## src/rtl/grl_pkg.sv

```systemverilog
// ----------------------------------------------------------------------------
// grl_pkg
// Shared widths, codes and helpers of the gyro rate loop with yaw PID.
// ----------------------------------------------------------------------------
package grl_pkg;

  localparam int STICK_W = 12;
  localparam int RATE_W  = 10;
  localparam int DELTA_W = RATE_W + 1;
  localparam int GAIN_W  = 8;
  localparam int MCAND_W = 32;
  localparam int PROD_W  = MCAND_W + GAIN_W;
  localparam int YPROD_W = DELTA_W + GAIN_W;
  localparam int ERR_W   = 18;
  localparam int THR_W   = 13;
  localparam int IMAX_W  = 12;
  localparam int OUT_W   = 16;
  localparam int CNT_W   = 3;

  localparam logic signed [PROD_W-1:0] EMAX = PROD_W'(132000);
  localparam int PID_SHIFT = 4;

  typedef enum logic [2:0] {
    S_IDLE,
    S_GYRO,
    S_SCALE,
    S_LOAD,
    S_PID,
    S_CLAMP,
    S_FIN
  } state_t;

  typedef enum logic [2:0] {
    REG_RP_GAIN,
    REG_RP_SHIFT,
    REG_YAW_GAIN,
    REG_YAW_SHIFT,
    REG_PROP_GAIN,
    REG_INTEG_GAIN,
    REG_REVERSE,
    REG_THR_LIMIT
  } cfg_reg_t;

  typedef enum logic [2:0] {
    CMD_NONE    = 3'd0,
    CMD_ARM     = 3'd1,
    CMD_DISARM  = 3'd2,
    CMD_GYRO_CAL = 3'd3,
    CMD_ACC_CAL = 3'd4
  } cmd_t;

  // floor shift of the gain product, wrap to 16, optional negate
  function automatic logic [OUT_W-1:0] scale_gyro(input logic signed [PROD_W-1:0] p,
                                                  input logic [3:0] sh,
                                                  input logic rev);
    logic signed [PROD_W-1:0] s;
    logic [OUT_W-1:0] g;
    s = p >>> sh;
    g = s[OUT_W-1:0];
    if (rev) begin
      g = OUT_W'(-g);
    end
    return g;
  endfunction

endpackage

```

## src/rtl/gyro_rate_loop_with_yaw_pid_unit.sv

```systemverilog
// ----------------------------------------------------------------------------
// gyro_rate_loop_with_yaw_pid_unit
// Multirotor rate loop: gyro damping on roll/pitch, clamped yaw PID, arming.
// ----------------------------------------------------------------------------
//  channel | dir | handshake               | payload
//  --------+-----+-------------------------+----------------------------------
//  s_*     | in  | s_tvalid / s_tready     | s_tdata: one control tick
//  m_*     | out | m_tvalid / m_tready     | m_tdata: mixer inputs + motors_off
//  cfg_*   | in  | cfg_valid / cfg_ready   | cfg_index, cfg_data: gain regs
//
//  A tick runs a gyro pass through three bit-serial multipliers (gyro gains),
//  then a PID pass through two of them (P and I gains), plus states for
//  scaling, setup, clamping and summing before the next tick is accepted.
//  rst (synchronous) restores register defaults, disarms, clears integral.
//  A result waits in the output register while the next tick is accepted;
//  only the final write stalls if that register is still full.
//  cfg_ready is always high.
// ----------------------------------------------------------------------------
module gyro_rate_loop_with_yaw_pid_unit (
  input  logic         clk,
  input  logic         rst,
  input  logic         s_tvalid,
  output logic         s_tready,
  // [11:0] stick_roll, [23:12] stick_pitch, [35:24] stick_yaw,
  // [47:36] stick_throttle, [57:48] rate_roll, [67:58] rate_pitch,
  // [77:68] rate_yaw, [87:78] zero_roll, [97:88] zero_pitch,
  // [107:98] zero_yaw, [110:108] command, [111] zero
  input  logic [111:0] s_tdata,
  output logic         m_tvalid,
  input  logic         m_tready,
  // [12:0] throttle_out, [28:13] roll_out, [44:29] pitch_out,
  // [60:45] yaw_out, [61] motors_off, [63:62] zero
  output logic [63:0]  m_tdata,
  input  logic         cfg_valid,
  output logic         cfg_ready,
  input  logic [2:0]   cfg_index,
  input  logic [10:0]  cfg_data
);
  import grl_pkg::*;

  // configuration
  logic [GAIN_W-1:0] rp_gain, yaw_gain, prop_gain, integ_gain;
  logic [3:0]        rp_shift, yaw_shift;
  logic [2:0]        reverse;
  logic [10:0]       thr_limit;

  // control
  state_t state, state_next;
  logic [CNT_W-1:0] cnt;
  logic load_gyro, load_pid, mul_step, do_scale, out_wr;

  // loop state
  logic                    armed;
  logic [MCAND_W-1:0]      integral;
  logic signed [ERR_W-1:0] prev_err;

  // per-tick holding registers
  logic signed [STICK_W-1:0] st_roll, st_pitch, st_yaw;
  logic signed [THR_W-1:0]   thr_r;
  logic [IMAX_W-1:0]         imax;
  logic                      off_r;
  logic [OUT_W-1:0]          g_roll, g_pitch, g_yaw;
  logic [OUT_W-1:0]          roll_r, pitch_r, deriv_r, pp4, ip4;

  // input fields
  logic signed [STICK_W-1:0] in_roll, in_pitch, in_yaw, in_thr;
  logic [RATE_W-1:0] rate_roll, rate_pitch, rate_yaw, zero_roll, zero_pitch, zero_yaw;
  logic [2:0] command;

  assign in_roll    = $signed(s_tdata[11:0]);
  assign in_pitch   = $signed(s_tdata[23:12]);
  assign in_yaw     = $signed(s_tdata[35:24]);
  assign in_thr     = $signed(s_tdata[47:36]);
  assign rate_roll  = s_tdata[57:48];
  assign rate_pitch = s_tdata[67:58];
  assign rate_yaw   = s_tdata[77:68];
  assign zero_roll  = s_tdata[87:78];
  assign zero_pitch = s_tdata[97:88];
  assign zero_yaw   = s_tdata[107:98];
  assign command    = s_tdata[110:108];

  // gyro deltas: zero level minus sample
  logic signed [DELTA_W-1:0] d_roll, d_pitch, d_yaw;
  assign d_roll  = $signed({1'b0, zero_roll})  - $signed({1'b0, rate_roll});
  assign d_pitch = $signed({1'b0, zero_pitch}) - $signed({1'b0, rate_pitch});
  assign d_yaw   = $signed({1'b0, zero_yaw})   - $signed({1'b0, rate_yaw});

  // throttle rescale: (t*10) >>> 3, then cap at limit
  logic signed [15:0]      thr_x, thr_x10;
  logic signed [THR_W-1:0] thr_s, thr_cap;
  assign thr_x   = {{(16-STICK_W){in_thr[STICK_W-1]}}, in_thr};
  assign thr_x10 = (thr_x <<< 3) + (thr_x <<< 1);
  assign thr_s   = THR_W'(thr_x10 >>> 3);
  assign thr_cap = (thr_s > $signed({2'b00, thr_limit})) ? $signed({2'b00, thr_limit}) : thr_s;

  // arming: command only honored with throttle low or when disarmed
  logic arm_open, armed_new;
  always_comb begin
    arm_open  = in_thr[STICK_W-1] || !armed;
    armed_new = armed;
    if (arm_open) begin
      case (cmd_t'(command))
        CMD_ARM:    armed_new = 1'b1;
        CMD_DISARM: armed_new = 1'b0;
        default:    armed_new = armed;
      endcase
    end
  end

  // yaw error and integral step (valid in S_LOAD)
  logic signed [ERR_W-1:0] err_c;
  logic [MCAND_W-1:0]      integral_next;
  logic signed [ERR_W:0]   deriv_c;
  assign err_c = $signed({{(ERR_W-STICK_W){st_yaw[STICK_W-1]}}, st_yaw})
               - $signed({{(ERR_W-OUT_W){g_yaw[OUT_W-1]}}, g_yaw});
  assign integral_next = integral + {{(MCAND_W-ERR_W){err_c[ERR_W-1]}}, err_c};
  assign deriv_c = {err_c[ERR_W-1], err_c} - {prev_err[ERR_W-1], prev_err};

  // serial multipliers: units 0/1 do roll/pitch then P/I, unit 2 does yaw gyro
  logic signed [MCAND_W-1:0] a0, a1;
  logic [GAIN_W-1:0]         b0, b1;
  logic signed [PROD_W-1:0]  p0, p1, p2x;
  logic signed [YPROD_W-1:0] p2;

  assign a0 = load_gyro ? MCAND_W'(d_roll)  : MCAND_W'(err_c);
  assign a1 = load_gyro ? MCAND_W'(d_pitch) : $signed(integral_next);
  assign b0 = load_gyro ? rp_gain : prop_gain;
  assign b1 = load_gyro ? rp_gain : integ_gain;

  grl_mul #(.W(MCAND_W), .GW(GAIN_W)) u_mul0 (
    .clk(clk), .load(load_gyro || load_pid), .step(mul_step), .a(a0), .b(b0), .p(p0)
  );
  grl_mul #(.W(MCAND_W), .GW(GAIN_W)) u_mul1 (
    .clk(clk), .load(load_gyro || load_pid), .step(mul_step), .a(a1), .b(b1), .p(p1)
  );
  grl_mul #(.W(DELTA_W), .GW(GAIN_W)) u_mul2 (
    .clk(clk), .load(load_gyro), .step(mul_step), .a(d_yaw), .b(yaw_gain), .p(p2)
  );
  assign p2x = {{(PROD_W-YPROD_W){p2[YPROD_W-1]}}, p2};

  // PID clamps
  logic signed [PROD_W-1:0] imax_x, pp_c, ip_c, pp_sh, ip_sh;
  assign imax_x = $signed({{(PROD_W-IMAX_W){1'b0}}, imax});
  always_comb begin
    if (p0 > EMAX) begin
      pp_c = EMAX;
    end else if (p0 < -EMAX) begin
      pp_c = -EMAX;
    end else begin
      pp_c = p0;
    end
    if (p1 > imax_x) begin
      ip_c = imax_x;
    end else if (p1 < -imax_x) begin
      ip_c = -imax_x;
    end else begin
      ip_c = p1;
    end
    pp_sh = pp_c >>> PID_SHIFT;
    ip_sh = ip_c >>> PID_SHIFT;
  end

  // final yaw sum, 16-bit wrap
  logic signed [OUT_W-1:0] deriv_sh, yaw_sum;
  assign deriv_sh = $signed(deriv_r) >>> PID_SHIFT;
  assign yaw_sum  = OUT_W'(st_yaw) + $signed(pp4) + $signed(ip4) + deriv_sh;

  // next state
  always_comb begin
    state_next = state;
    case (state)
      S_IDLE:  if (s_tvalid) state_next = S_GYRO;
      S_GYRO:  if (cnt == '0) state_next = S_SCALE;
      S_SCALE: state_next = S_LOAD;
      S_LOAD:  state_next = S_PID;
      S_PID:   if (cnt == '0) state_next = S_CLAMP;
      S_CLAMP: state_next = S_FIN;
      S_FIN:   if (!m_tvalid || m_tready) state_next = S_IDLE;
      default: state_next = S_IDLE;
    endcase
  end

  // control outputs
  always_comb begin
    s_tready  = (state == S_IDLE);
    load_gyro = (state == S_IDLE) && s_tvalid;
    load_pid  = (state == S_LOAD);
    mul_step  = (state == S_GYRO) || (state == S_PID);
    do_scale  = (state == S_SCALE);
    out_wr    = (state == S_FIN) && (!m_tvalid || m_tready);
  end

  assign cfg_ready = 1'b1;

  always_ff @(posedge clk) begin
    if (rst) begin
      state      <= S_IDLE;
      cnt        <= '0;
      armed      <= 1'b0;
      integral   <= '0;
      prev_err   <= '0;
      m_tvalid   <= 1'b0;
      rp_gain    <= 8'd25;
      rp_shift   <= 4'd2;
      yaw_gain   <= 8'd25;
      yaw_shift  <= 4'd2;
      prop_gain  <= 8'd25;
      integ_gain <= 8'd9;
      reverse    <= 3'd0;
      thr_limit  <= 11'd1000;
    end else begin
      state <= state_next;
      if (load_gyro || load_pid) begin
        cnt <= '1;
      end else if (mul_step) begin
        cnt <= cnt - 1'b1;
      end
      if (load_gyro) begin
        armed <= armed_new;
        if (arm_open) begin
          integral <= '0;
        end
      end
      if (load_pid) begin
        integral <= integral_next;
        prev_err <= err_c;
      end
      if (out_wr) begin
        m_tvalid <= 1'b1;
      end else if (m_tready) begin
        m_tvalid <= 1'b0;
      end
      if (cfg_valid) begin
        case (cfg_reg_t'(cfg_index))
          REG_RP_GAIN:    rp_gain    <= cfg_data[7:0];
          REG_RP_SHIFT:   rp_shift   <= cfg_data[3:0];
          REG_YAW_GAIN:   yaw_gain   <= cfg_data[7:0];
          REG_YAW_SHIFT:  yaw_shift  <= cfg_data[3:0];
          REG_PROP_GAIN:  prop_gain  <= cfg_data[7:0];
          REG_INTEG_GAIN: integ_gain <= cfg_data[7:0];
          REG_REVERSE:    reverse    <= cfg_data[2:0];
          REG_THR_LIMIT:  thr_limit  <= cfg_data;
          default: ;
        endcase
      end
    end
  end

  // datapath registers
  always_ff @(posedge clk) begin
    if (load_gyro) begin
      st_roll  <= in_roll;
      st_pitch <= in_pitch;
      st_yaw   <= in_yaw;
      thr_r    <= thr_cap;
      imax     <= thr_s[THR_W-1] ? '0 : thr_s[IMAX_W-1:0];
      off_r    <= in_thr[STICK_W-1] || !armed_new;
    end
    if (do_scale) begin
      g_roll  <= scale_gyro(p0,  rp_shift,  reverse[0]);
      g_pitch <= scale_gyro(p1,  rp_shift,  reverse[1]);
      g_yaw   <= scale_gyro(p2x, yaw_shift, reverse[2]);
    end
    if (load_pid) begin
      roll_r  <= OUT_W'(st_roll)  - g_roll;
      pitch_r <= OUT_W'(st_pitch) - g_pitch;
      deriv_r <= deriv_c[OUT_W-1:0];
    end
    if (state == S_CLAMP) begin
      pp4 <= pp_sh[OUT_W-1:0];
      ip4 <= ip_sh[OUT_W-1:0];
    end
    if (out_wr) begin
      m_tdata <= {2'b00, off_r, yaw_sum, pitch_r, roll_r, thr_r};
    end
  end

  // checks
  a_accept_starts: assert property (@(posedge clk) disable iff (rst)
    (s_tvalid && s_tready) |=> (state == S_GYRO))
    else $error("accepted tick did not start the gyro pass");

  a_arm_only_on_accept: assert property (@(posedge clk) disable iff (rst)
    !(s_tvalid && s_tready) |=> $stable(armed))
    else $error("armed flag changed without an input beat");

  a_result_from_fin: assert property (@(posedge clk) disable iff (rst)
    $rose(m_tvalid) |-> ($past(state) == S_FIN))
    else $error("result raised outside the final state");

  a_no_repeat: assert property (@(posedge clk) disable iff (rst)
    (m_tvalid && m_tready && !out_wr) |=> !m_tvalid)
    else $error("result beat repeated");

endmodule

```

## src/rtl/grl_mul.sv

```systemverilog
// ----------------------------------------------------------------------------
// grl_mul
// Bit-serial shift-add multiplier: signed multiplicand times unsigned gain,
// one gain bit per step, LSB first.
// ----------------------------------------------------------------------------
module grl_mul #(
  parameter int W  = 32,
  parameter int GW = 8
) (
  input  logic                  clk,
  input  logic                  load,
  input  logic                  step,
  input  logic signed [W-1:0]   a,
  input  logic [GW-1:0]         b,
  output logic signed [W+GW-1:0] p
);

  logic [W+GW-1:0] mcand;
  logic [GW-1:0]   mplier;
  logic [W+GW-1:0] acc;

  always_ff @(posedge clk) begin
    if (load) begin
      mcand  <= {{GW{a[W-1]}}, a};
      mplier <= b;
      acc    <= '0;
    end else if (step) begin
      if (mplier[0]) begin
        acc <= acc + mcand;
      end
      mcand  <= {mcand[W+GW-2:0], 1'b0};
      mplier <= {1'b0, mplier[GW-1:1]};
    end
  end

  assign p = $signed(acc);

endmodule
```

## config.mk

```make
export PLATFORM = sky130hd
export DESIGN_NAME = gyro_rate_loop_with_yaw_pid_unit
export DESIGN_NICKNAME = d
export VERILOG_FILES = /design/src/rtl/grl_pkg.sv /design/src/rtl/gyro_rate_loop_with_yaw_pid_unit.sv /design/src/rtl/grl_mul.sv
export SDC_FILE = /design/constraint.sdc
export NUM_CORES = 2
export LEC_CHECK = 0
export BUFFER_PORTS_ARGS = -buffer_cell sky130_fd_sc_hd__buf_2
export CORE_UTILIZATION = 57
export CTS_BUF_LIST = sky130_fd_sc_hd__clkbuf_4
export DETAILED_ROUTE_END_ITERATION = 10
export GPL_TIMING_DRIVEN = 0
export PLACE_DENSITY = 0.75
export SLEW_MARGIN = 20
export SYNTH_ARGS = -nofsm -noshare
export SYNTH_HDL_FRONTEND = slang
export SYNTH_SLANG_ARGS = --single-unit
```

## constraint.sdc

```tcl
create_clock -name clk -period 9.96 [get_ports clk]
set_input_delay 1.494 -clock clk [delete_from_list [all_inputs] [get_ports clk]]
set_output_delay 1.494 -clock clk [all_outputs]
set_load 0.01 [all_outputs]
```

# Word level (Yosys, flattened, before mapping)
# Cells that the tools add are included.
[totals]
register_bits = 584
input_bits = 131
out_inout_bits = 67
word_cells = 157
[op_classes]
addsub = 20
magnitude_cmp = 5
eq_ne = 19
shift = 3
n_mux = 37
reduce_logical = 32
[ops]
columns = ["op", "n"]
rows = [
  ["32-bit 2-to-1 mux", 5],
  ["40-bit 2-to-1 mux", 4],
  ["40-bit adder", 2],
  ["40-bit by 4-bit >>> shifter with 16-bit output", 2],
  ["8-bit 2-to-1 mux", 8],
  ["16-bit 2-to-1 mux", 3],
  ["16-bit negation", 3],
  ["16-bit subtractor", 3],
  ["40-bit by 13-bit > comparator with 1-bit output", 1],
  ["40-bit by 19-bit > comparator with 1-bit output, second input constant", 1],
  ["40-bit by 19-bit less-than comparator with 1-bit output, second input constant", 1],
  ["40-bit less-than comparator", 1],
  ["20-bit 2-to-1 mux", 2],
  ["12-bit negation with 40-bit output", 1],
  ["19-bit 2-to-1 mux", 2],
  ["10-bit by 10-bit subtractor with 11-bit output", 3],
  ["32-bit adder", 1],
  ["2-bit AND reduction", 12],
  ["3-bit equality test, second input constant", 7],
  ["3-bit one-hot mux with 7 select lines", 1],
  ["19-bit adder", 1],
  ["19-bit by 4-bit >>> shifter with 16-bit output", 1],
  ["3-bit 2-to-1 mux", 6],
  ["12-bit by 16-bit subtractor with 17-bit output", 1],
  ["20 further kinds", 44],
]

# Depth between registers and ports, before layout
[depth]
depth_word = 5
ltp_mapped = 27
depth_no_buf = 27

# Modules after synthesis
# A second synthesis with hierarchy kept.
[unflattened]
cells_unflattened = 4250
area_unflattened_um2 = 40591.4
[modules_own_cells]
columns = ["mod", "n_inst", "cells_each", "area_per_inst_um2", "seq_area_each_um2"]
rows = [
  ["gyro_rate_loop_with_yaw_pid_unit", 1, 2715, 26203.9, 9649.3],
  ["grl_mul (u_mul0)", 1, 628, 5899.4, 2242.2],
  ["grl_mul (u_mul1)", 1, 617, 5645.4, 2242.2],
  ["grl_mul (u_mul2)", 1, 290, 2842.7, 1191.1],
]

# Worst setup path after synthesis
# OpenSTA, ideal clock, no wires.
[synth_timing]
path_type = "flip-flop to flip-flop"
start = "register state[0]"
end = "register u_mul0.mcand[0], enable pin"
setup_ps = 683
t_arrival_ps = 7405
required_ps = 9277
path_slack_ps = 1872
path_stages_with_launch = 4
n_path_buf = 1
synth_period_minus_slack_ps = 8088
cell_sequence = "dfxtp_1 > clkbuf_1 > xnor2_1 > o21ai_0"
[synth_between]
elab_chain_cells = 4
elab_cells_between_ends = 8
cone_classes = "3 x eq/ne; 5 x reduce/logical"
[synth_lines]
columns = ["item", "line", "rtl"]
rows = [
  ["start, declared", "gyro_rate_loop_with_yaw_pid_unit.sv:48", "state_t state, state_next;"],
  ["start signal, assigned", "gyro_rate_loop_with_yaw_pid_unit.sv:212", "state <= state_next;"],
  ["3-bit logical NOT", "gyro_rate_loop_with_yaw_pid_unit.sv:186", "load_gyro = (state == S_IDLE) && s_tvalid;"],
  ["1-bit logical AND", "gyro_rate_loop_with_yaw_pid_unit.sv:186", ""],
  ["1-bit logical OR", "gyro_rate_loop_with_yaw_pid_unit.sv:131", ".clk(clk), .load(load_gyro || load_pid), .step(mul_step), .a(a0), .b(b0), .p(p0)"],
  ["2-bit nonzero test (no source line) *", "-", ""],
  ["end signal, assigned", "grl_mul.sv:24", "mcand <= {{GW{a[W-1]}}, a};"],
  ["end signal, assigned", "grl_mul.sv:31", "mcand <= {mcand[W+GW-2:0], 1'b0};"],
  ["end, declared", "grl_mul.sv:18", "logic [W+GW-1:0] mcand;"],
]
# Mark *: on every way between the ends. The rest lies on a longest branch, timed or not.
# A chain may end at the register's enable or synchronous reset.

# Final worst setup path
[layout_timing]
start = "register st_yaw[1]"
end = "register u_mul1.mcand[31] (data pin)"
[layout_between]
elab_chain_cells = 4
[layout_lines]
columns = ["item", "line", "rtl"]
rows = [
  ["start, declared", "gyro_rate_loop_with_yaw_pid_unit.sv:58", "logic signed [STICK_W-1:0] st_roll, st_pitch, st_yaw;"],
  ["start signal, assigned", "gyro_rate_loop_with_yaw_pid_unit.sv:254", "st_yaw <= in_yaw;"],
  ["12-bit by 16-bit subtractor with 17-bit output", "gyro_rate_loop_with_yaw_pid_unit.sv:115", "- $signed({{(ERR_W-OUT_W){g_yaw[OUT_W-1]}}, g_yaw});"],
  ["via err_c[11]", "gyro_rate_loop_with_yaw_pid_unit.sv:111", "logic signed [ERR_W-1:0] err_c;"],
  ["32-bit adder", "gyro_rate_loop_with_yaw_pid_unit.sv:116", "assign integral_next = integral + {{(MCAND_W-ERR_W){err_c[ERR_W-1]}}, err_c};"],
  ["32-bit 2-to-1 mux", "gyro_rate_loop_with_yaw_pid_unit.sv:126", "assign a1 = load_gyro ? MCAND_W'(d_pitch) : $signed(integral_next);"],
  ["40-bit 2-to-1 mux", "grl_mul.sv:23", "if (load) begin"],
  ["end signal, assigned", "grl_mul.sv:24", ""],
  ["end signal, assigned", "grl_mul.sv:31", ""],
  ["end, declared", "grl_mul.sv:18", ""],
]
# The timed path passes the listed nets, and every way through them passes these cells.

==> metrics <==
initial core utilization=0.5769; final slew viol count=0; Mapped Cells=~4,000; Final Cell Area=42,540 um2; slew of the pin with the lowest slew margin=1058 ps; fin crit period=6217 ps; status=finished clean; placed instance area=between 40,000 and 50,000 um2; cells along the critical path=ha_1, nor2b_1, o21ai_0, a21oi_1, o21ai_0, a21oi_1, nand3_1, a21boi_0, o21ai_0, nand2b_1, xnor2_1, inv_1, ha_1, nand2_1, or3_1, a211o_1, a31oi_1, o211ai_1, a21oi_1, a21oi_1, xor2_1, xor2_1, o21ai_1, a21o_1; die area=approximately 68,000 um2; share of layout cells above drive strength 1=0.1305; adder-cell share of the synthesized area=0.1273; total CTS buffers=around 160; Synth Flop Type=edfxtp_1; largest family of logic cells by synthesized area=compound AO/OA/AOI/OAI gates; hold depth=0; synthesized area=~38,000 um2; R2R Path End=u_mul1.mcand[31]$_DFFE_PP_; DP HPWL=between 70,000 and 80,000 um; Fillers=roughly 5,500; DR iter-0 viols=roughly 2,500; worst-case clock buffer depth=3; H-Tree Depth=4; Area contributors post-synth=edfxtp_1 (29%), dfxtp_1 (11%), ha_1 (11%), nand2_1 (5.0%), a21oi_1 (4.3%); Synth top cells by count=nand2_1 (505), edfxtp_1 (371), a21oi_1 (328), ha_1 (321), nor2_1 (295); clk sinks=slightly below 600; slowest CP cell=o21ai_1; Vias/cell=5.819; crit path DAT=7100 ps; Seq. cell area=approximately 15,000 um2; pin count of the biggest net entering global routing=approximately 50; final setup fails=0; DRC viols=0; final WL=~100,000 um; Hold/Removal Path Class=reg2reg; hold worst-path end=m_tdata[22]$_DFFE_PP_; share of the synthesized area in the top cell type=0.2932; # rows=94; complex-gate fraction of the synthesized area=0.1694; P&R area growth vs syn=11.96%; dpl cells=5,075; clk_skew=~78 ps; Peak VDD IR=0.0001167 V; first-pass GRT wire length=~160,000 um; leakage dissipation=18.62 nW; Fmax=between 150 and 200 MHz; Max Cap Violations=0; R2R setup slack=3740 ps; Die W=around 260 um; Finished Layout Cells=approximately 5,400; crit share post-route=0.6242; library cells used by synthesis=83; final RePlAce weighted congestion=between 0.9 and 1; Yosys top cell by area=edfxtp_1; # resized after CTS=0; initial antenna violation count=4; core box area=65,860 um2; syn avg cell area=9.485 um2; Seq/Total Area, Yosys=0.4033; Multi-input gate area=21,130 um2; fin nets=a little under 5,000; root buffer cell=clkbuf_4; XOR/XNOR share of the synthesized area=0.05486; reg2reg start=st_yaw[1]$_DFFE_PP_; Pre-Repair DR Iteration Count=5; total power=roughly 0.01 W; max_slew headroom=0.2945; Setup crit end kind=flip-flop; io pins=about 200; ys async rst share=0; Final Hold Vio Count=0; Overflow after GRT=0; IO buf count=189; Clock Latency Late Sink=1060 ps; Pwr Density=between 200 and 250 nW/um2; mux cell area share after synthesis=0.05825; routed len/inst=between 15 and 20 um; Hold Buf Count CTS=0; Data required, critical path=~11,000 ps; CTS tree=done; setup bufs post-CTS=0; vias in the first global route=~30,000; Hold Path Origin=roll_r[9]$_DFFE_PP_; Seq cells post-synth=slightly below 600; CP peak stage delay=roughly 700 ps; Worst-path clk slew=70 ps; count leader, synth=nand2_1; Post-synth EDFFs=about 370; DIE HEIGHT=between 200 and 300 um; RSZ-0062 raised after global routing=no; DR vias=approximately 31,000; Reg2Reg Depth=24; CP startpoint kind=flip-flop; crit path max fanout=9; WS Path Type=reg2reg; Warnings, synthesis=0; Crit path top cell by count=a21oi_1; DRT antenna net count=0; post-synthesis simple-gate area fraction=0.1449; all-layer global routing usage=0.3078
==> cell type report <==
type                            count  area share
Multi-Input combinational cell   3028      0.4968
Sequential cell                   580      0.3602
Clock buffer                      251     0.04429
Timing Repair Buffer              204     0.02944
Tap cell                          864     0.02541
Inverter                          234     0.02065
Buffer                            165     0.01671
Clock inverter                     44    0.006088
Antenna cell                        7   0.0004118
==> flip-flops by register name (all words and copies together) (netlist names), 12 cells and up <==
name          count
st_yaw           12
g_yaw            16
u_mul0.mcand     40
g_pitch          16
u_mul1.p         40
pitch_r          16
imax             12
prev_err         16
u_mul2.p         19
pp4              16
ip4              16
u_mul2.mcand     19
st_roll          12
m_tdata          62
deriv_r          12
thr_r            13
u_mul0.p         40
st_pitch         12
integral         32
u_mul1.mcand     40
roll_r           16
g_roll           16
==> how the worst max path moves through the flow <==
| stage | startpoint | end | slack (ps) |
|---|---|---|---|
| 2_1_floorplan | state[0]$_SDFFE_PP0P_ | u_mul0.mcand[0]$_SDFFCE_PP0P_ | 1870 |
| 3_3_place_gp | state[0]$_SDFFE_PP0P_ | u_mul1.mcand[39]$_DFFE_PP_ | -1780 |
| 3_5_place_dp | st_yaw[1]$_DFFE_PP_ | u_mul1.mcand[32]$_DFFE_PP_ | 3780 |
| 4_1_cts | st_yaw[1]$_DFFE_PP_ | u_mul1.mcand[31]$_DFFE_PP_ | 3730 |
| 5_1_grt | st_yaw[1]$_DFFE_PP_ | u_mul1.mcand[31]$_DFFE_PP_ | 3210 |
| 6_report | st_yaw[1]$_DFFE_PP_ | u_mul1.mcand[31]$_DFFE_PP_ | 3740 |
==> where the power goes <==
group | internal, W | switching [W] | total [W]
Clock | 0.00120 | 0.00105 | 0.00226
Combinational | 0.00172 | 0.00248 | 0.00420
Sequential | 0.00310 | 0.000482 | 0.00359
Total | 0.00602 | 0.00402 | 0.0100
==> worst max-delay path, delay by kind of cell (launching register included) <==
| family | cells | cell delay [ps] |
|---|---|---|
| AO/OA/AOI/OAI | 13 | 3160 |
| AND/OR/NAND/NOR | 5 | 850 |
| adder cells (fa/ha/maj) | 2 | 740 |
| XOR/XNOR | 3 | 600 |
| flip-flops | 1 | 500 |
| buffers and inverters | 1 | 240 |
==> layout by cell type (no fill, tap or decap), drive strengths merged, types with 10 or more instances in the layout <==
master  netlist  layout
a21o        146     146
clkbuf      121     372
or2          15      15
o211ai       26      26
nor2        296     296
nand2b       43      43
a22o         11      11
xor2         70      70
edfxtp      371     371
ha          321     321
nand3        79      79
buf          44     248
nor3         59      59
a31oi        37      37
mux2         28      28
clkinv        0      33
a21oi       329     329
mux4         25      25
o21bai       25      25
nand4        38      38
o21ai       224     224
inv         234     240
nor2b        68      68
mux2i       131     131
o31ai        22      22
or3          27      27
o41ai        10      10
dfxtp       209     209
and2         20      20
fa           41      41
o21a         41      41
a211o        20      20
a21boi       27      27
a211oi       37      37
and3         21      21
nand2       505     505
nor4         12      12
xnor2       168     168
nand3b       17      17
==> stage by stage <==
| stage | setup WS (ps) | hold slack [ps] | setup TNS [ps] | utilization |
|---|---|---|---|---|
| floorplan | 1872 | 400.3 | 0 | - |
| global placement | -1785 | 400.1 | -169460 | 0.6077 |
| detailed placement | 3783 | 404.5 | 0 | 0.6131 |
| CTS | 3728 | 400.2 | 0 | 0.6456 |
| global route | 3214 | 414.7 | 0 | 0.6458 |
| finish | 3743 | 396.6 | 0 | 0.6459 |
==> metal layers <==
metal	global-route usage	vias up	share of wire
met2	0.4988	1167	0.46
met4	0.1657	2	0.051
li1	-	15250	-
met5	0	-	0.000087
met3	0.06131	258	0.075
met1	0.3869	14610	0.42
==> kinds of logic after synthesis <==
group,Yosys count
AND/OR/NAND/NOR,1217
AO/OA/AOI/OAI,1024
flip-flops,580
buffers and inverters,399
adder cells (fa/ha/maj),362
XOR/XNOR,238
multiplexers,184
other,2
Power figures use the tool's default switching activity.
